<file path="config.mk">
export PLATFORM = sky130hd
export DESIGN_NAME = ftr_queue
export DESIGN_NICKNAME = d
export VERILOG_FILES = /design/src/frustum_ring_tessellator_assert.svh /design/src/ftr_pkg.sv /design/src/ftr_queue.sv
export SDC_FILE = /design/constraint.sdc
export NUM_CORES = 1
export LEC_CHECK = 0
export BUFFER_PORTS_ARGS = -buffer_cell sky130_fd_sc_hd__buf_4
export CORE_MARGIN = 1.5
export CORE_UTILIZATION = 25
export CTS_BUF_LIST = sky130_fd_sc_hd__clkbuf_4 sky130_fd_sc_hd__clkbuf_8
export DETAILED_ROUTE_END_ITERATION = 10
export HOLD_SLACK_MARGIN = 0.15
export PLACE_DENSITY_LB_ADDON = 0.05
export SYNTH_ARGS = -nofsm -noshare
export SYNTH_HDL_FRONTEND = slang
export SYNTH_SLANG_ARGS = --single-unit
</file>
<file path="constraint.sdc">
create_clock -name clk -period 38.9 [get_ports clk]
set_input_delay 1.945 -clock clk [delete_from_list [all_inputs] [get_ports clk]]
set_output_delay 1.945 -clock clk [all_outputs]
set_load 0.01 [all_outputs]
</file>
<file path="src/frustum_ring_tessellator_assert.svh">
// assertion macros shared by the tessellator rtl
`ifndef FRUSTUM_RING_TESSELLATOR_ASSERT_SVH
`define FRUSTUM_RING_TESSELLATOR_ASSERT_SVH

// condition implies consequence in the same cycle
`define FTR_ASSERT_NOW(label, clk, rst, ante, cons) \
  label: assert property (@(posedge clk) disable iff (rst) (ante) |-> (cons)) \
    else $error("ftr assertion failed");

// condition implies consequence in the next cycle
`define FTR_ASSERT_NEXT(label, clk, rst, ante, cons) \
  label: assert property (@(posedge clk) disable iff (rst) (ante) |=> (cons)) \
    else $error("ftr assertion failed");

`endif

</file>
<file path="src/ftr_pkg.sv">
// ----------------------------------------------------------------------------
// ftr_pkg
// shared constants, types and the sine table of the frustum ring tessellator
// ----------------------------------------------------------------------------
package ftr_pkg;

  localparam int MAX_DETAIL  = 4;
  localparam int COORD_W     = 32;
  localparam int DIR_W       = 16;
  localparam int LEN_W       = 31;
  localparam int MAG_W       = 32;
  localparam int SQ_W        = 64;
  localparam int UNIT_SH     = 14;
  localparam int DIV_W       = 48;
  localparam int DIV_STEPS   = 15;
  localparam int QUEUE_DEPTH = 2;
  localparam logic [2:0] TEX_V_TOP = 3'd5;

  typedef struct packed {
    logic [2:0] neg;
    logic [2:0][MAG_W-1:0] mag;
  } norm_req_t;

  typedef struct packed {
    logic busy;
    logic done;
    logic [2:0][DIR_W-1:0] res;
  } norm_stat_t;

  typedef struct packed {
    logic [2:0][COORD_W-1:0] org;
    logic [2:0][DIR_W-1:0] head;
    logic [2:0][DIR_W-1:0] left;
    logic [2:0][DIR_W-1:0] up;
    logic [LEN_W-1:0] rad_bot;
    logic [LEN_W-1:0] rad_top;
    logic [LEN_W-1:0] len;
  } branch_t;

  function automatic logic [14:0] quarter_sine(input logic [3:0] i);
    logic [14:0] v;
    case (i)
      4'd0: v = 15'd0;
      4'd1: v = 15'd3196;
      4'd2: v = 15'd6270;
      4'd3: v = 15'd9102;
      4'd4: v = 15'd11585;
      4'd5: v = 15'd13623;
      4'd6: v = 15'd15137;
      4'd7: v = 15'd16069;
      4'd8: v = 15'd16384;
      default: v = 15'd0;
    endcase
    return v;
  endfunction

  // 32 steps per turn
  function automatic logic signed [DIR_W-1:0] sine_at(input logic [4:0] m);
    logic [3:0] idx;
    logic [DIR_W-1:0] v;
    idx = m[3] ? (4'd8 - {1'b0, m[2:0]}) : {1'b0, m[2:0]};
    v = {1'b0, quarter_sine(idx)};
    return m[4] ? -$signed(v) : $signed(v);
  endfunction

endpackage

</file>
<file path="src/ftr_queue.sv">
// ----------------------------------------------------------------------------
// ftr_queue
// small register queue of prepared branches between front and back
// ----------------------------------------------------------------------------
module ftr_queue
  import ftr_pkg::*;
(
  input  logic    clk,
  input  logic    rst,
  input  logic    push,
  input  branch_t din,
  output logic    full,
  input  logic    pop,
  output branch_t dout,
  output logic    empty
);

  localparam int PTR_W = (QUEUE_DEPTH > 1) ? $clog2(QUEUE_DEPTH) : 1;

  branch_t mem [QUEUE_DEPTH];
  logic [PTR_W-1:0] wp, rp;
  logic [PTR_W:0] count;

  always_ff @(posedge clk) begin
    if (rst) begin
      wp <= '0;
      rp <= '0;
      count <= '0;
    end else begin
      if (push) begin
        mem[wp] <= din;
        wp <= (wp == PTR_W'(QUEUE_DEPTH - 1)) ? '0 : wp + 1'b1;
      end
      if (pop) rp <= (rp == PTR_W'(QUEUE_DEPTH - 1)) ? '0 : rp + 1'b1;
      if (push && !pop) count <= count + 1'b1;
      else if (pop && !push) count <= count - 1'b1;
    end
  end

  assign dout  = mem[rp];
  assign full  = (count == (PTR_W+1)'(QUEUE_DEPTH));
  assign empty = (count == '0);

endmodule

</file>
Word-level counts from Yosys, hierarchy flattened
Memory sizes are Yosys's and may differ from the RTL's. A register that Yosys moved wholly into a read port is not among the register bits.
Cells that the tools add are included.
{"block": "op_classes", "n_addsub": 4, "n_eq_ne": 1, "muxes": 9, "reduce_logical": 6}
{"operator": "1-bit 2-to-1 mux", "count": 7}
{"operator": "2-bit 2-to-1 mux", "count": 2}
{"operator": "1-bit adder, second input constant", "count": 2}
{"operator": "2-bit by 1-bit adder with 2-bit output, second input constant", "count": 1}
{"operator": "2-bit == test, second input constant", "count": 1}
{"operator": "1-bit logical AND", "count": 2}
{"operator": "1-bit zero test", "count": 2}
{"operator": "2-bit zero test", "count": 1}
{"operator": "2-bit nonzero test", "count": 1}
{"operator": "2-bit by 1-bit subtractor with 2-bit output, second input constant", "count": 1}
{"block": "word_totals", "ff_bits": 4, "mem_bits_rw": 666, "inputBits": 337, "out_inout_bits": 335, "word_cells": 24, "memories": 1}
{"memory": "mem", "depth": 2, "width": 333, "read_ports": 1, "rd_clocked_by_memory_dff": 1, "wr": 1, "line": "ftr_queue.sv:20", "rtl": "branch_t mem [QUEUE_DEPTH];"}

Logic depth before layout (Yosys ltp)
Gate-level depths: netlist of the first run.
{"block": "logic_depth", "depth_word": 4, "depth_mapped": 5, "mapped_depth_nobuf": 5}

Worst setup path after synthesis of the first run
Ideal clock, no wire load.
{"block": "synth_timing", "kind": "input to register", "from": "input rst", "to": "memory mem[0][0] (netlist bit), enable pin", "setup_time_ps": 1501, "arrival_ps": 25739, "required_ps": 37399, "path_slack_ps": 11660, "cell_stages": 1, "n_path_buf": 0, "cell_sequence": "nor3b_1"}
{"block": "synth_via", "elab_chain_len": 2}
{"item": "from (decl)", "line": "ftr_queue.sv:9", "rtl": "input logic rst,"}
{"item": "1-bit 2-to-1 mux", "line": "ftr_queue.sv:25", "rtl": "if (rst) begin"}
{"item": "1-bit 2-to-1 mux (not written as such)", "line": "ftr_queue.sv:31", "rtl": "mem[wp] <= din;"}
{"item": "to (decl)", "line": "ftr_queue.sv:20"}
No other way between the ends.

==> results of run 1 <==
[metrics by stage]
step / cell area, sq um / hold WS (ns) / setup slack, ns / instances / util (%)
after floorplan: 25400 / 0.461 / 11.66 / 1058 / -
after global placement: 31900 / 0.488 / 32.82 / 3065 / 31.8
after detailed placement: 31900 / 0.497 / 32.80 / 3065 / 31.8
after CTS: 34300 / 0.509 / 32.67 / 3289 / 34.2
after global routing: 34300 / 0.542 / 32.58 / 3294 / 34.2
final: 34300 / 0.507 / 32.93 / 3296 / 34.2
[final cells by class]
cell class	count	share of cell area (%)
Clock buffer	189	6.57
Sequential cell	671	58.5
Inverter	1	0.0109
Antenna cell	7	0.0510
Tap cell	1357	4.94
Clock inverter	35	0.623
Timing Repair Buffer	687	15.1
Multi-Input combinational cell	349	14.2
[worst max-delay path by stage]
stage	to	slack (ns)	from	cells past startpoint
3_3_place_gp	mem[1][166]	32.82	rst	5
3_5_place_dp	mem[1][166]	32.80	rst	5
2_1_floorplan	mem[0][0]	11.66	rst	1
6_report	dout[321]	32.93	register	4
5_1_grt	dout[321]	32.58	register	4
4_1_cts	dout[321]	32.67	register	4
[placed cells by master, fill, tap and decap left out]
master / instances
buf_4: 686
edfxtp_1: 666
mux2_4: 270
clkbuf_8: 134
mux2_2: 63
clkbuf_4: 55
clkinv_1: 20
clkinv_2: 8
diode_2: 7
nor2_1: 5
clkinvlp_4: 4
dfxtp_1: 4
xor2_1: 2
xnor2_1: 2
bufinv_16: 2
nor2b_1: 1
and3b_4: 1
inv_1: 1
nor3b_2: 1
o21ai_0: 1
or3_1: 1
a21oi_1: 1
ha_1: 1
dfxtp_4: 1
inv_6: 1
buf_12: 1
[per-layer routing]
layer,GRT usage [%],wire [um]
met5,0,79
met4,5.13,1560
met3,6.48,7010
met2,24.2,38000
met1,12.3,23000
[cells in the mapped netlist (2+ instances only)]
cell / instances / area (sq um)
buf_6: 31 / 349
xnor2_1: 2 / 17.5
mux2_2: 63 / 709
dfxtp_1: 5 / 100
nor2_1: 5 / 18.8
edfxtp_1: 666 / 20000
mux2_4: 270 / 4050
xor2_1: 2 / 17.5
buf_2: 6 / 30.0
[report_power, final]
part | switching (mW) | total [mW] | internal (mW)
clock | 0.292 | 0.674 | 0.382
sequential | 0.00756 | 0.836 | 0.828
combinational | 0.0908 | 0.200 | 0.109
[worst register-to-register path, stage by stage (launching register included)]
cell and delay (ns):
dfxtp_1 0.39, and3b_4 0.84, buf_4 0.77, buf_4 0.90, buf_4 0.84
[registers in the layout, indices dropped and copies added, names as in the netlist, named ones only]
signal / cells
mem: 666
wp: 1
count: 2
rp: 1
[cells by family (layout without fill, tap and decap cells)]
group                    count (synthesis)  count (layout)  synth area share [%]
flip-flops                             671             671                  79.3
buffers and inverters                   38             912                  1.51
adder cells (fa/ha/maj)                  1               1                0.0493
AO/OA/AOI/OAI                            2               2                0.0394
multiplexers                           333             333                  18.8
AND/OR/NAND/NOR                          9               9                 0.188
XOR/XNOR                                 4               4                 0.138
other                                    0               7                     0
==> summary.txt, run 1 <==
Placement
  – Final HPWL DP: 47,000 um
  – Gpl congestion: 0.712
  – Number of port buffers: 671

Global routing
  – Initial antenna violation count: 13
  – Largest net degree at the start of global routing: 141
  – Vias in the first global route: 13,734
  – First-pass GRT wire length: 95,800 um
  – Overall routing resource usage: 13.1%
  – GRT overflow: 0

Pwr
  – Leak: 13.1 nW
  – Max IR drop VDD: 25.7 uV
  – PD cells: 49.8 nW/um^2
  – Power, Total: 1.71 mW

CTS
  – Inserted Clock Buffers: 130
  – CTS tree: yes
  – CTS resizes: 0
  – Clk root buf: clkbuf_8
  – Clk sinks: 671
  – H-tree Lvls: 4
  – CTS max path bufs: 3
  – Worst-Skew Late Latency: 0.77 ns
  – Setup bufs post-CTS: 0
  – # hold bufs at CTS: 0
  – Clock slew seen by the registers of the worst setup and hold paths: 0.06 ns

STA
  – Max Fclk: 168 MHz
  – Final Max Slew Viols: 0
  – # setup viols final: 0
  – Slew margin rel.: 27.0%
  – Tcrit/Tclk final: 15.3%
  – RSZ-0062 raised after global routing: false
  – Measured slew at the worst slew-check pin: 1.09 ns
  – Final hold vios: 0
  – Fin Setup TNS: 0 ns
  – Skew final: 0.0248 ns
  – Final min period: 5.97 ns

Floorplanning
  – Placeable core area: 100,000 sq um
  – Starting density of the core: 25.3%
  – Row Count: 116
  – # IOs: 672
  – Die area: 103,000 sq um
  – Die width: 321 um
  – Chip height: 321 um

Final layout
  – Fillers: 9,666
  – P&R area growth vs syn: 35.5%
  – Layout Nets: 2,178
  – Share of layout cells above drive strength 1: 63.5%
  – Area of the multi-input gates: 4880 sq um
  – FF+latch area: 20,100 sq um

Worst setup path
  – CP most frequent cell: buf_4
  – Worst R2R Setup Slack: 34.73 ns
  – CP endpoint kind: primary output
  – Worst path top cell family by delay: buffers and inverters
  – Crit-path cells: buf_4 -> buf_4 -> mux2_2 -> buf_4
  – Crit path required time: 36.95 ns
  – WP data arrival: 4.02 ns
  – CP Launch Type: register
  – Critical path peak fanout: 60
  – Worst r2r dst: mem[1][27]
  – Crit-path slowest cell: buf_4
  – Slowest stage delay, CP: 0.95 ns
  – CP bufs+invs: 3
  – Worst setup path category: register to primary output
  – Critical R2R Launch: wp
  – Worst r2r path cells: 4

Flow run
  – Max Cap Viol: 0

Logic synthesis
  – Syn Nets: 1,396
  – Synthesis warning total: 0
  – Synth Cell Area: 25,400 sq um
  – Post-synth EDFFs: 666
  – Main synth FF type: edfxtp_1
  – Yosys reg bits: 671
  – Synth async-reset ratio: 0%
  – Syn avg cell area: 24.0 sq um
  – Mapped Cells: 1,058
  – Number of distinct library cells after synthesis: 17
  – Sequential-to-total area share from yosys stat: 79.3%

Min path
  – Worst hold path class: register to register
  – Hold-critical path depth: 2
  – Worst Hold Launch: count[1]
  – Hold Crit Endpoint: count[1]

Drt
  – Starting DRC count in detailed routing: 503
  – Drt pass-1 iters: 4
  – Post-DRT Antenna Nets: 0
  – DRC: 0
  – Vias/cell: 3.88
  – Routed via count: 12,791
  – Total Wirelength: 69,600 um
  – DR WL/cell: 21.1 um

Status
  – Outcome: completed
(Power assumes the default switching activity.)
==> run 2, diff against run 1 <==
==> constraint.sdc (replaced) <==
create_clock -name clk -period 5.5 [get_ports clk]
set_input_delay 0.275 -clock clk [delete_from_list [all_inputs] [get_ports clk]]
set_output_delay 0.275 -clock clk [all_outputs]
set_load 0.01 [all_outputs]
==> run 2 against run 1 <==
Compared with the run above: sequential cell count stayed put; final cell count is 16% higher; register-to-register slack worse by 32 ns; combinational power grew to 8.7 times the previous value; non-clock buffer count is 533 higher; critical endpoint is now dout[13].
==> summary.txt, run 2 (synthesized netlist as in run 1, its figures left out) <==
Worst setup path
  – Worst path top cell family by delay: flip-flops
  – Crit path required time: 5.22 ns (-31.73 ns)
  – CP bufs+invs: 2 (-1)
  – Critical path peak fanout: 44 (-27%)
  – CP Launch Type: register
  – Crit-path slowest cell: dfxtp_4
  – CP most frequent cell: buf_4
  – WP data arrival: 2.99 ns (-1.03 ns)
  – Worst setup path category: register to primary output
  – CP endpoint kind: primary output
  – Slowest stage delay, CP: 0.91 ns (-0.04 ns)
  – Crit-path cells: buf_4 -> mux2_2 -> buf_4

STA
  – Tcrit/Tclk final: 59.4%
  – Skew final: 0.0276 ns (+0.00278 ns)
  – Slew margin rel.: 26.6% (-0.43 points)
  – Fin Setup TNS: 0 ns (unchanged)
  – Measured slew at the worst slew-check pin: 1.10 ns (+0.00641 ns)
  – RSZ-0062 raised after global routing: false
  – Final min period: 3.27 ns
  – # setup viols final: 0 (unchanged)
  – Final Max Slew Viols: 0 (unchanged)
  – Setup WS post-layout: 2.23 ns (-30.70 ns)
  – Max Fclk: 306 MHz
  – Final hold vios: 0 (unchanged)
  – WHS: 0.256 ns (-0.251 ns)

Drt
  – Routed via count: 14,896 (+16%)
  – Post-DRT Antenna Nets: 0 (unchanged)
  – DRC: 0 (unchanged)
  – Total Wirelength: 73,500 um (+5.5%)
  – Vias/cell: 3.90 (+0.61%)
  – Starting DRC count in detailed routing: 580 (+15%)
  – Drt pass-1 iters: 4 (unchanged)
  – DR WL/cell: 19.3 um (-8.8%)

Final layout
  – Layout Nets: 2,713 (+25%)
  – Max FFs per register: 666 (unchanged)
  – Most frequent cells in the layout: buf_4, edfxtp_1, dlygate4sd3_1
  – P&R area growth vs syn: 56.4%
  – Share of layout cells above drive strength 1: 49.7% (-14 points)
  – Largest regs: mem (666), count (2)
  – Cell Count, Final, Fillers Out: 3,815 (+16%)
  – Commonest non-fill, non-tap cell in the layout: buf_4
  – Register name with the most flops: mem
  – Final Cell Area: 39,700 sq um (+15%)

Pwr
  – Leak: 15.3 nW (+17%)
  – Switching power: 2.83 mW (+620%)
  – PD cells: 311 nW/um^2 (+520%)
  – Net Sw Frac: 23.0% (+0.15 points)
  – Power share of the sequential group: 48.1% (-0.8 points)
  – Clock share of power: 37.8% (-1.6 points)
  – Max IR drop VDD: 180 uV (+600%)
  – P_int: 9.48 mW (+620%)
  – Comb power frac: 14.1% (+2.4 points)

CTS
  – Worst-Skew Late Latency: 0.77 ns (about the same)
  – Inserted Clock Buffers: 132 (+1.5%)
  – H-tree Lvls: 4 (unchanged)
  – Clock slew seen by the registers of the worst setup and hold paths: 0.05 ns (about the same)
  – CTS tree: yes
  – Clk sinks: 671 (unchanged)
  – CTS max path bufs: 3 (unchanged)
  – Clk root buf: clkbuf_8

Global routing
  – Largest net degree at the start of global routing: 146 (+3.5%)
  – GRT overflow: 0 (unchanged)
  – Vias in the first global route: 16,430 (+20%)
  – First-pass GRT wire length: 105,000 um (+9.7%)
  – Overall routing resource usage: 13.9% (+0.80 points)
  – Initial antenna violation count: 10 (-3)

Placement
  – Post-Place Worst Slack: 2.82 ns (-29.98 ns)
  – Final HPWL DP: 48,500 um (+3.2%)
  – DP Area: 31,900 sq um (+0.26%)
  – Gpl congestion: 0.778 (+9.2%)
  – Dpl cells: 3,065 (unchanged)
  – Number of port buffers: 671 (unchanged)

Floorplanning
  – Row Count: 116 (unchanged)
  – Chip height: 321 um (unchanged)
  – Die area: 103,000 sq um (unchanged)
  – Starting density of the core: 25.3% (unchanged)
  – Placeable core area: 100,000 sq um (unchanged)
  – # IOs: 672 (unchanged)
  – Die width: 321 um (unchanged)

Flow run
  – Max Cap Viol: 0 (unchanged)

Status
  – Outcome: completed

Min path
  – Worst hold path class: input pin to register
-- run 2: worst reg2reg max path, delay by kind of cell (launching register included) --
kind                   cells  cell delay (ns)
DFF                        1             0.37
buffers and inverters      1             0.79
and+or+nand+nor            1             0.78
-- run 2: per-stage QoR --
stage | utilization [%] | power (mW)
finish | 39.5 | 12.3
global route | 39.5 | 12.9
CTS | 39.5 | 12.6
detailed placement | 31.8 | 7.48
global placement | 31.8 | 7.47
floorplan | - | 6.77
-- run 2: layout make-up --
type                            instances  area (sq um)
Sequential cell                       671         20100
Timing Repair Buffer                 1220         10600
Clock inverter                         26           149
Inverter                                1          3.75
Multi-Input combinational cell        349          4880
Tap cell                             1357          1700
Fill cell                            9415         60600
Antenna cell                            6          15.0
Clock buffer                          185          2220
-- run 2: routing by layer --
metal  routed length, um  global-route usage [%]  up-vias
li1                    -                       -     6885
met1               26600                    14.7     7362
met2               39000                    25.2      504
met3                6230                    5.22      135
met4                1680                    5.10       10
met5                  67                       0        -
-- run 2: final timing paths --
path	startpoint	to	slack (ns)	cells after the start
worst max-delay path	register	dout[13]	2.23	3
worst min-delay path	din[254]	mem[1][254]	0.26	2
worst max register to register	wp	mem[1][53]	3.07	2
worst min register to register	count[1]	count[1]	0.50	2
-- run 2: what timing repair did --
action                                 4_1_cts  5_1_grt
resized for setup                            0        0
setup endpoints to repair                    0        0
hold buffers                               533        0
endpoints found under the hold margin      714        0
setup buffers                                0        0
-- run 2: power by group through the flow --
stage | clock [mW] | sequential (mW) | combinational [mW]
after global placement | 0 | 6.03 | 1.44
final | 4.66 | 5.92 | 1.73
after floorplan | 0 | 6.04 | 0.734
after CTS | 4.89 | 5.93 | 1.78
after global routing | 5.11 | 5.94 | 1.85
after detailed placement | 0 | 6.03 | 1.45
